File: config.mk
export PLATFORM = sky130hd
export DESIGN_NAME = sxc_step
export DESIGN_NICKNAME = d
export VERILOG_FILES = /design/src/sv/sxc_pkg.sv /design/src/sv/sxc_step.sv
export SDC_FILE = /design/constraint.sdc
export NUM_CORES = 1
export LEC_CHECK = 0
export ABC_AREA = 1
export BUFFER_PORTS_ARGS = -buffer_cell sky130_fd_sc_hd__buf_2
export CORE_MARGIN = 2
export CORE_UTILIZATION = 27
export DETAILED_ROUTE_END_ITERATION = 12
export REMOVE_ABC_BUFFERS = 1
export SYNTH_ARGS = -nofsm -noshare
export SYNTH_HDL_FRONTEND = slang
export SYNTH_SLANG_ARGS = --single-unit
File: constraint.sdc
create_clock -name vclk -period 4.4
set_clock_uncertainty 0.15 [all_clocks]
set_input_delay 0.66 -clock vclk [all_inputs]
set_output_delay 0.66 -clock vclk [all_outputs]
set_load 0.01 [all_outputs]
File: src/sv/sxc_pkg.sv
// Shared types, constants and character classes of the S-expression syntax checker.
package sxc_pkg;

	localparam int OFFSET_BITS = 16;
	localparam int DEPTH_W     = 6;
	localparam int MAX_DEPTH   = 32;

	localparam logic [OFFSET_BITS-1:0] POS_MAX = {OFFSET_BITS{1'b1}};

	// scan modes
	localparam logic [3:0] M_BASE     = 4'd0;
	localparam logic [3:0] M_TOKEN    = 4'd1;
	localparam logic [3:0] M_DIGITS   = 4'd2;
	localparam logic [3:0] M_QUOTED   = 4'd3;
	localparam logic [3:0] M_QESC     = 4'd4;
	localparam logic [3:0] M_QDIGITS  = 4'd5;
	localparam logic [3:0] M_QSKIP_LF = 4'd6;
	localparam logic [3:0] M_QSKIP_CR = 4'd7;
	localparam logic [3:0] M_HEX      = 4'd8;
	localparam logic [3:0] M_B64      = 4'd9;
	localparam logic [3:0] M_SKIP     = 4'd10;

	// result status codes
	localparam logic [3:0] ST_OK            = 4'd0;
	localparam logic [3:0] ST_BAD_AFTER_LEN = 4'd1;
	localparam logic [3:0] ST_TOO_SHORT     = 4'd2;
	localparam logic [3:0] ST_UNMATCHED     = 4'd3;
	localparam logic [3:0] ST_NOT_LIST      = 4'd4;
	localparam logic [3:0] ST_BAD_CHAR      = 4'd5;
	localparam logic [3:0] ST_BAD_ESCAPE    = 4'd6;
	localparam logic [3:0] ST_LEADING_ZERO  = 4'd7;
	localparam logic [3:0] ST_NESTED_HINT   = 4'd8;
	localparam logic [3:0] ST_PAREN_IN_HINT = 4'd9;
	localparam logic [3:0] ST_STRAY_CLOSE   = 4'd10;
	localparam logic [3:0] ST_RESERVED      = 4'd11;
	localparam logic [3:0] ST_TOO_DEEP      = 4'd12;

	typedef struct packed {
		logic [7:0] char_in;
		logic       first_byte;
		logic       last_byte;
	} sxc_in_t;

	typedef struct packed {
		logic [3:0]             status;
		logic [OFFSET_BITS-1:0] error_offset;
	} sxc_out_t;

	typedef struct packed {
		logic [3:0]             scan_mode;
		logic [OFFSET_BITS-1:0] length_accum;
		logic [OFFSET_BITS-1:0] skip_remaining;
		logic [DEPTH_W-1:0]     nest_depth;
		logic                   list_seen;
		logic                   hint_open;
		logic [OFFSET_BITS-1:0] byte_position;
		logic [OFFSET_BITS-1:0] marked_position;
		logic [1:0]             escape_digits_left;
		logic                   escape_is_hex;
		logic                   halted;
	} sxc_state_t;

	localparam sxc_state_t STATE_RESET = '{
		scan_mode:          M_BASE,
		length_accum:       '0,
		skip_remaining:     '0,
		nest_depth:         '0,
		list_seen:          1'b0,
		hint_open:          1'b0,
		byte_position:      '0,
		marked_position:    '0,
		escape_digits_left: 2'd0,
		escape_is_hex:      1'b0,
		halted:             1'b0
	};

	function automatic logic is_digit(input logic [7:0] c);
		return (c >= "0") && (c <= "9");
	endfunction

	function automatic logic is_oct(input logic [7:0] c);
		return (c >= "0") && (c <= "7");
	endfunction

	function automatic logic is_hex(input logic [7:0] c);
		return is_digit(c) || ((c >= "a") && (c <= "f")) || ((c >= "A") && (c <= "F"));
	endfunction

	function automatic logic is_tokch(input logic [7:0] c);
		return ((c >= "a") && (c <= "z")) || ((c >= "A") && (c <= "Z")) || is_digit(c) ||
			(c == "-") || (c == ".") || (c == "/") || (c == "_") || (c == ":") ||
			(c == "*") || (c == "+") || (c == "=");
	endfunction

	function automatic logic is_space(input logic [7:0] c);
		return (c == " ") || ((c >= 8'd9) && (c <= 8'd13));
	endfunction

endpackage

File: src/sv/sxc_step.sv
// Next-state and result logic for one byte of the S-expression syntax checker.
module sxc_step (
	input  sxc_pkg::sxc_in_t    item,
	input  sxc_pkg::sxc_state_t cur,
	output sxc_pkg::sxc_state_t nxt,
	output logic                emit,
	output sxc_pkg::sxc_out_t   result
);

	sxc_pkg::sxc_state_t                 st;
	logic [7:0]                          c;
	logic [sxc_pkg::OFFSET_BITS-1:0]     pos;
	logic [sxc_pkg::OFFSET_BITS-1:0]     eoff;
	logic [3:0]                          code;
	logic                                run_base;
	logic [sxc_pkg::OFFSET_BITS+3:0]     acc_x10;
	logic [7:0]                          want;
	logic [1:0]                          digits_dec;

	assign c = item.char_in;

	always_comb begin
		st = item.first_byte ? sxc_pkg::STATE_RESET : cur;
		pos = st.byte_position;
		nxt = st;
		eoff = pos;
		code = sxc_pkg::ST_OK;
		run_base = 1'b0;
		acc_x10 = ({4'b0, st.length_accum} << 3) + ({4'b0, st.length_accum} << 1)
			+ {{sxc_pkg::OFFSET_BITS{1'b0}}, c[3:0]};
		want = (st.scan_mode == sxc_pkg::M_QSKIP_LF) ? 8'd10 : 8'd13;
		digits_dec = st.escape_digits_left - 2'd1;

		unique case (st.scan_mode)
			sxc_pkg::M_TOKEN: begin
				if (!sxc_pkg::is_tokch(c)) begin
					nxt.scan_mode = sxc_pkg::M_BASE;
					run_base = 1'b1;
				end
			end
			sxc_pkg::M_DIGITS: begin
				if (sxc_pkg::is_digit(c)) begin
					nxt.length_accum = (acc_x10 > {4'b0, sxc_pkg::POS_MAX}) ? sxc_pkg::POS_MAX
						: acc_x10[sxc_pkg::OFFSET_BITS-1:0];
				end else if (c == ":") begin
					if (!st.list_seen) begin
						eoff = '0;
						code = sxc_pkg::ST_NOT_LIST;
					end else if (st.length_accum == sxc_pkg::POS_MAX) begin
						code = sxc_pkg::ST_TOO_SHORT;
					end else begin
						nxt.marked_position = pos;
						nxt.skip_remaining = st.length_accum;
						nxt.scan_mode = (st.length_accum != '0) ? sxc_pkg::M_SKIP
							: sxc_pkg::M_BASE;
					end
				end else if (c == "\"") begin
					nxt.scan_mode = sxc_pkg::M_QUOTED;
				end else if (c == "#") begin
					nxt.scan_mode = sxc_pkg::M_HEX;
				end else if (c == "|") begin
					nxt.scan_mode = sxc_pkg::M_B64;
				end else begin
					code = sxc_pkg::ST_BAD_AFTER_LEN;
				end
			end
			sxc_pkg::M_QUOTED: begin
				if (c == "\\") nxt.scan_mode = sxc_pkg::M_QESC;
				else if (c == "\"") nxt.scan_mode = sxc_pkg::M_BASE;
			end
			sxc_pkg::M_QESC: begin
				if ((c == "b") || (c == "t") || (c == "v") || (c == "n") || (c == "f") ||
					(c == "r") || (c == "\"") || (c == "'") || (c == "\\")) begin
					nxt.scan_mode = sxc_pkg::M_QUOTED;
				end else if (sxc_pkg::is_oct(c) || (c == "x")) begin
					nxt.escape_is_hex = (c == "x");
					nxt.escape_digits_left = 2'd2;
					nxt.marked_position = pos;
					nxt.scan_mode = sxc_pkg::M_QDIGITS;
				end else if (c == 8'd13) begin
					nxt.scan_mode = sxc_pkg::M_QSKIP_LF;
				end else if (c == 8'd10) begin
					nxt.scan_mode = sxc_pkg::M_QSKIP_CR;
				end else begin
					code = sxc_pkg::ST_BAD_ESCAPE;
				end
			end
			sxc_pkg::M_QDIGITS: begin
				if (!(st.escape_is_hex ? sxc_pkg::is_hex(c) : sxc_pkg::is_oct(c))) begin
					eoff = st.marked_position;
					code = sxc_pkg::ST_BAD_ESCAPE;
				end else begin
					nxt.escape_digits_left = digits_dec;
					if (digits_dec == 2'd0) nxt.scan_mode = sxc_pkg::M_QUOTED;
				end
			end
			sxc_pkg::M_QSKIP_LF, sxc_pkg::M_QSKIP_CR: begin
				nxt.scan_mode = sxc_pkg::M_QUOTED;
				if (c != want) begin
					if (c == "\\") nxt.scan_mode = sxc_pkg::M_QESC;
					else if (c == "\"") nxt.scan_mode = sxc_pkg::M_BASE;
				end
			end
			sxc_pkg::M_HEX: begin
				if (c == "#") nxt.scan_mode = sxc_pkg::M_BASE;
			end
			sxc_pkg::M_B64: begin
				if (c == "|") nxt.scan_mode = sxc_pkg::M_BASE;
			end
			sxc_pkg::M_SKIP: begin
				nxt.skip_remaining = (st.skip_remaining != '0) ? st.skip_remaining - 1'b1
					: st.skip_remaining;
				if (nxt.skip_remaining == '0) nxt.scan_mode = sxc_pkg::M_BASE;
			end
			default: begin
				nxt.scan_mode = sxc_pkg::M_BASE;
				run_base = 1'b1;
			end
		endcase

		if (run_base) begin
			priority if (c == "(") begin
				if (st.hint_open) code = sxc_pkg::ST_PAREN_IN_HINT;
				else if (st.nest_depth >= sxc_pkg::DEPTH_W'(sxc_pkg::MAX_DEPTH))
					code = sxc_pkg::ST_TOO_DEEP;
				else begin
					nxt.nest_depth = st.nest_depth + 1'b1;
					nxt.list_seen = 1'b1;
				end
			end else if (c == ")") begin
				if (st.hint_open) code = sxc_pkg::ST_PAREN_IN_HINT;
				else if (!st.list_seen) begin
					eoff = '0;
					code = sxc_pkg::ST_NOT_LIST;
				end else if (st.nest_depth == '0) code = sxc_pkg::ST_UNMATCHED;
				else nxt.nest_depth = st.nest_depth - 1'b1;
			end else if (c == "\"") begin
				nxt.scan_mode = sxc_pkg::M_QUOTED;
			end else if (c == "#") begin
				nxt.scan_mode = sxc_pkg::M_HEX;
			end else if (c == "|") begin
				nxt.scan_mode = sxc_pkg::M_B64;
			end else if (c == "[") begin
				if (st.hint_open) code = sxc_pkg::ST_NESTED_HINT;
				else nxt.hint_open = 1'b1;
			end else if (c == "]") begin
				if (!st.hint_open) code = sxc_pkg::ST_STRAY_CLOSE;
				else nxt.hint_open = 1'b0;
			end else if (sxc_pkg::is_digit(c)) begin
				if (c == "0") code = sxc_pkg::ST_LEADING_ZERO;
				else begin
					nxt.length_accum = {{(sxc_pkg::OFFSET_BITS-4){1'b0}}, c[3:0]};
					nxt.scan_mode = sxc_pkg::M_DIGITS;
				end
			end else if (sxc_pkg::is_tokch(c)) begin
				nxt.scan_mode = sxc_pkg::M_TOKEN;
			end else if (sxc_pkg::is_space(c)) begin
				nxt.scan_mode = sxc_pkg::M_BASE;
			end else if ((c == "{") || (c == "&") || (c == "\\")) begin
				code = sxc_pkg::ST_RESERVED;
			end else begin
				code = sxc_pkg::ST_BAD_CHAR;
			end
		end

		// end of buffer with raw data or an escape still pending
		if ((code == sxc_pkg::ST_OK) && item.last_byte) begin
			if ((nxt.scan_mode == sxc_pkg::M_SKIP) && (nxt.skip_remaining != '0)) begin
				code = sxc_pkg::ST_TOO_SHORT;
				eoff = nxt.marked_position;
			end else if (nxt.scan_mode == sxc_pkg::M_QDIGITS) begin
				code = sxc_pkg::ST_BAD_ESCAPE;
				eoff = nxt.marked_position;
			end
		end

		if (pos != sxc_pkg::POS_MAX) nxt.byte_position = pos + 1'b1;

		emit = (code != sxc_pkg::ST_OK) || item.last_byte;
		if (emit) nxt.halted = 1'b1;
		result.status = code;
		result.error_offset = (code != sxc_pkg::ST_OK) ? eoff : '0;

		// drop bytes after a reported result until the next buffer starts
		if (!item.first_byte && cur.halted) begin
			nxt = cur;
			emit = 1'b0;
		end
	end

endmodule

==> metrics.csv, run 1 <==
metric,value,unit
status,finished clean,
"Setup violations, final",0,
Final min period,4.377,ns
drt drc,0,
sequential share of the synthesized area,0,%
Tot Pwr,0.001031,W
largest net degree at the start of global routing,44,
hold crit path type,input port to output port,
Tightest Pin Transition,0.5178,ns
GPL Wtd Cong,0.9592,
"critical path fanouts, max",3,
per-cell routed wire length,15.17,um
RSZ-0062 raised after global routing,yes,
Fin. Hold Viols,0,
core area,25980,um2
P&R area growth vs syn,44.19,%
dpl hpwl,26210,um
first-pass GRT wire length,50580,um
post-route clock period utilization,99.47,%
Peak Freq,0.2285,GHz
Crit path largest cell delay,0.52,ns
Crit. End Element,output port,
I/O pin count,191,
Place WS,-0.2786,ns
initial drt markers,1021,
Finished Cell Area,10260,um2
"commonest non-fill, non-tap cell in the layout",nand2_1,
crit-path cells,buf_2 > nand2_4 > inv_2 > fa_1 > inv_2 > fa_2 > nand3b_1 > nand2_2 > inv_1 > o221ai_2 > buf_4 > a21oi_1 > o21bai_1 > nand2_1 > nand2_1 > a21oi_2 > xor2_1 > o21ai_2 > o21ai_1 > buf_2,
syn_area_per_cell,4.892,um2
sequential cell area,0,um2
Initial Util,27.37,%
Post-DP Area,9703,um2
end of the worst hold path,nxt[9],
std cell rows,59,
yosys warns,0,
vias in the first global route,10040,
die width,166.3,um
fillers,2940,
Final Max Slew Viols,0,
routed vias/inst,5.154,
share of post-route cells with drive strength above 1,29.57,%
layout clock buffer count,0,
CP Class,input port to output port,
power density over the cells,100.5,nW/um2
CP Data Required Time,3.59,ns
GRT overflow,0,
Hold Startpoint,cur[9],
Seq cells,0,
port bufs,191,
first drt pass iteration count,5,
MaxCap Viol Count,0,
Multi-input gate area,6379,um2
Leakage,5.799,nW
nets,1927,
CP Data Arrival Time,3.57,ns
fin worst setup slack,0.02345,ns
Mapped Cells,1454,
CP Launch Type,input port,
total wire length,32370,um
Worst VDD drop,0.00003431,V
Detail Route Antenna Nets,0,
hold depth,4,
cts hold-fix bufs,0,
mapped cell area,7113,um2
Die Area,27660,um2
via count,10990,
critical path's top delay family,adder cells,
slew margin rel.,65.16,%
initial antenna violation count,2,
slowest CP cell,fa_1,
CP Buf/Inv Count,6,
synth unique cells,50,
Total GRT Usage,21.65,%
"commonest non-fill, non-tap cells in the layout","nand2_1 (412), inv_1 (192), buf_2 (188)",
Vert. Die Dim,166.3,um
==> cell usage after synthesis (all sizes together), types with 6 or more instances <==
| master | number | area share [%] |
|---|---|---|
| nor3 | 34 | 2.7 |
| inv | 211 | 11 |
| o21ai | 119 | 8.4 |
| xor2 | 30 | 3.7 |
| a31oi | 8 | 0.70 |
| a221oi | 14 | 1.7 |
| xnor2 | 7 | 0.86 |
| a21oi | 83 | 5.8 |
| clkbuf | 27 | 1.4 |
| nand4 | 26 | 2.4 |
| nand2 | 446 | 24 |
| nand3b | 6 | 0.63 |
| o21bai | 7 | 0.74 |
| o211ai | 9 | 0.95 |
| nand3 | 146 | 10 |
| ha | 37 | 6.5 |
| nor2 | 180 | 11 |
| buf | 25 | 2.6 |
==> report_power, final <==
part              internal [W]  switching (W)        total (W)  leakage, nW
Combinational         0.000424       0.000607          0.00103         5.80
Sequential                   0              0                0            0
Clock          0.0000000000608              0  0.0000000000608    0.0000127
Total                 0.000424       0.000607          0.00103         5.80
==> per-layer routing <==
metal	part of all wire [%]	vias up	wire [um]	GRT usage, %
met1	45	5019	14570	30.43
met2	46	447	14830	35.85
met3	6.2	74	2004	1.311
met4	2.9	0	952	5.960
met5	0	-	0	0
li1	-	5454	-	-
==> cell type report <==
type	count	share of cell area, %
inverter	215	8.040
multi-input combinational	1188	62.19
antenna	2	0.04880
timing repair buffer	393	25.63
tap	335	4.087
==> worst max-delay path by stage <==
stage	startpoint	to	slack [ns]	cells past startpoint
floorplan	cur[0]	nxt[30]	-0.90	8
global placement	item[1]	nxt[74]	-0.27	21
detailed placement	item[1]	nxt[64]	-0.28	21
CTS	item[1]	nxt[63]	0.01	21
global route	item[1]	nxt[74]	-0.13	21
finish	cur[62]	nxt[74]	0.02	20
==> cell families (layout without fill, tap and decap cells) <==
| logic type | count (synthesis) | count (layout) | synth area share (%) |
|---|---|---|---|
| buffers and inverters | 267 | 608 | 15.36 |
| adder cells (fa/ha/maj) | 39 | 39 | 7.071 |
| AO/OA/AOI/OAI | 265 | 265 | 21.11 |
| AND/OR/NAND/NOR | 846 | 847 | 51.91 |
| other | 0 | 2 | 0 |
| XOR/XNOR | 37 | 37 | 4.556 |
==> per-stage QoR <==
step | util, % | instances | hold WS, ns | setup TNS (ns)
finish | 39.47 | 2133 | 1.464 | 0
global route | 39.47 | 2133 | 1.481 | -1.412
CTS | 37.63 | 2118 | 1.469 | 0
detailed placement | 37.34 | 2116 | 1.470 | -3.364
global placement | 37.34 | 2116 | 1.470 | -2.859
floorplan | - | 1402 | 1.294 | -37.82
==> timing repair <==
action / 4_1_cts / 5_1_grt
gates cloned: 0 / 1
pin swaps: 10 / 21
buffers inserted: 2 / 12
setup endpoints to repair: 32 / 34
resized for setup: 23 / 114
No activity file was read; power rests on OpenSTA's default activity.
==> run 2: changes to the inputs <==
- RECOVER_POWER: not set -> 50
- SETUP_SLACK_MARGIN: not set -> 0.02
==> metrics.csv, run 2 (synthesized netlist as in run 1, its figures left out) <==
metric,value,unit
status,finished clean,
Total GRT Usage,21.65,%
P_int,0.0004336,W
first drt pass iteration count,8,
Crit path largest cell delay,0.52,ns
Final Max Slew Viols,0,
Crit. End Element,output port,
Fin. Hold Viols,0,
Worst VDD drop,0.00003451,V
dpl hpwl,26210,um
cts hold-fix bufs,0,
sw frac,58.57,%
hold crit path type,input port to output port,
crit-path cells,buf_12 > inv_8 > nand2_4 > inv_2 > fa_1 > inv_2 > fa_2 > nand3b_1 > nand2_2 > inv_1 > o221ai_2 > buf_4 > a21oi_1 > o21bai_1 > nand2_1 > nand2_1 > a21oi_2 > xor2_1 > o21ai_2 > o21ai_1 > buf_2,
Comb power frac,100.0,%
"commonest non-fill, non-tap cells in the layout","nand2_1 (411), inv_1 (193), buf_2 (187)",
share of post-route cells with drive strength above 1,30.09,%
placed cell count,2116,
core area,25980,um2
slowest CP cell,fa_1,
"Setup violations, final",0,
MaxCap Viol Count,0,
Vert. Die Dim,166.3,um
"commonest non-fill, non-tap cell in the layout",nand2_1,
I/O pin count,191,
CP Data Arrival Time,3.52,ns
Final min period,4.332,ns
CP Class,input port to output port,
fin worst setup slack,0.06824,ns
std cell rows,59,
crit path capture,nxt[74],
initial drt markers,951,
drt drc,0,
post-route clock period utilization,98.45,%
port bufs,191,
total wire length,32630,um
CP Data Required Time,3.59,ns
Leakage,5.857,nW
fillers,2910,
Peak Freq,0.2309,GHz
Die Area,27660,um2
slew margin rel.,66.01,%
Switch Pwr,0.0006129,W
nets,1932,
RSZ-0062 raised after global routing,yes,
layout clock buffer count,0,
power density over the cells,100.6,nW/um2
via count,11040,
CP Launch Type,input port,
CP startpoint,item[1],
Hold WS,1.464,ns
GPL Wtd Cong,0.9592,
Place WS,-0.2786,ns
"critical path fanouts, max",5,
largest net degree at the start of global routing,44,
die width,166.3,um
Detail Route Antenna Nets,0,
initial antenna violation count,2,
P&R area growth vs syn,46.19,%
Seq cells,0,
Initial Util,27.37,%
Flop pwr share,0,%
Clk network pwr share,0,%
per-cell routed wire length,15.26,um
first-pass GRT wire length,50580,um
sequential cell area,0,um2
Layout Cells excl Fill,2138,
Tightest Pin Transition,0.5052,ns
routed vias/inst,5.161,
vias in the first global route,10040,
GRT overflow,0,
-- run 2: worst max-delay path, delay by kind of cell --
family | cells | cell delay [ns]
XOR/XNOR | 1 | 0.16
buffers and inverters | 7 | 0.60
adder cells (fa/ha/maj) | 2 | 0.86
AO/OA/AOI/OAI | 6 | 0.72
AND/OR/NAND/NOR | 5 | 0.50
-- run 2: area by class of cell --
cell class	instances	area, um2	share of cell area (%)
well taps	335	419.2	4.031
multi-input cells	1189	6432	61.86
repair buffers	397	2713	26.09
diodes	2	5.005	0.04813
inverters	215	829.5	7.977
-- run 2: metrics by stage --
step	instance area (um2)	setup TNS (ns)	total power [W]	util [%]
detailed placement	9703	-3.364	0.0009433	37.34
floorplan	6830	-37.82	0.0005008	-
CTS	9776	0	0.0009579	37.62
finish	10400	0	0.001047	40.02
global route	10400	-0.4370	0.001143	40.02
global placement	9703	-2.859	0.0009416	37.34
-- run 2: layer usage --
layer	up-vias	global-route usage, %	wire length [um]
met5	-	0	0
met2	444	35.85	15090
met3	70	1.311	1970
met4	0	5.960	913
li1	5464	-	-
met1	5057	30.43	14660
-- run 2: worst min path at each step --
stage                     slack [ns]  cells after the start     from      end
after floorplan                 1.29                      2  cur[11]  nxt[11]
after CTS                       1.47                      4   cur[9]   nxt[9]
final                           1.46                      4   cur[9]   nxt[9]
after detailed placement        1.47                      4   cur[9]   nxt[9]
after global placement          1.47                      4   cur[9]   nxt[9]
after global routing            1.48                      4   cur[9]   nxt[9]
-- run 2: timing repair --
action                                  in CTS  in global routing
setup buffers                                2                 15
pin swaps                                   10                 34
endpoints found under the setup margin      32                 35
cloned                                       0                  3
gates resized for setup                     22                128
-- run 2: power groups by stage --
stage / Combinational (W) / Clock, W / Sequential (W)
floorplan: 0.000501 / 0 / 0
global placement: 0.000942 / 0 / 0
detailed placement: 0.000943 / 0 / 0
CTS: 0.000958 / 0 / 0
global route: 0.00114 / 0.0000000000609 / 0
finish: 0.00105 / 0.0000000000609 / 0
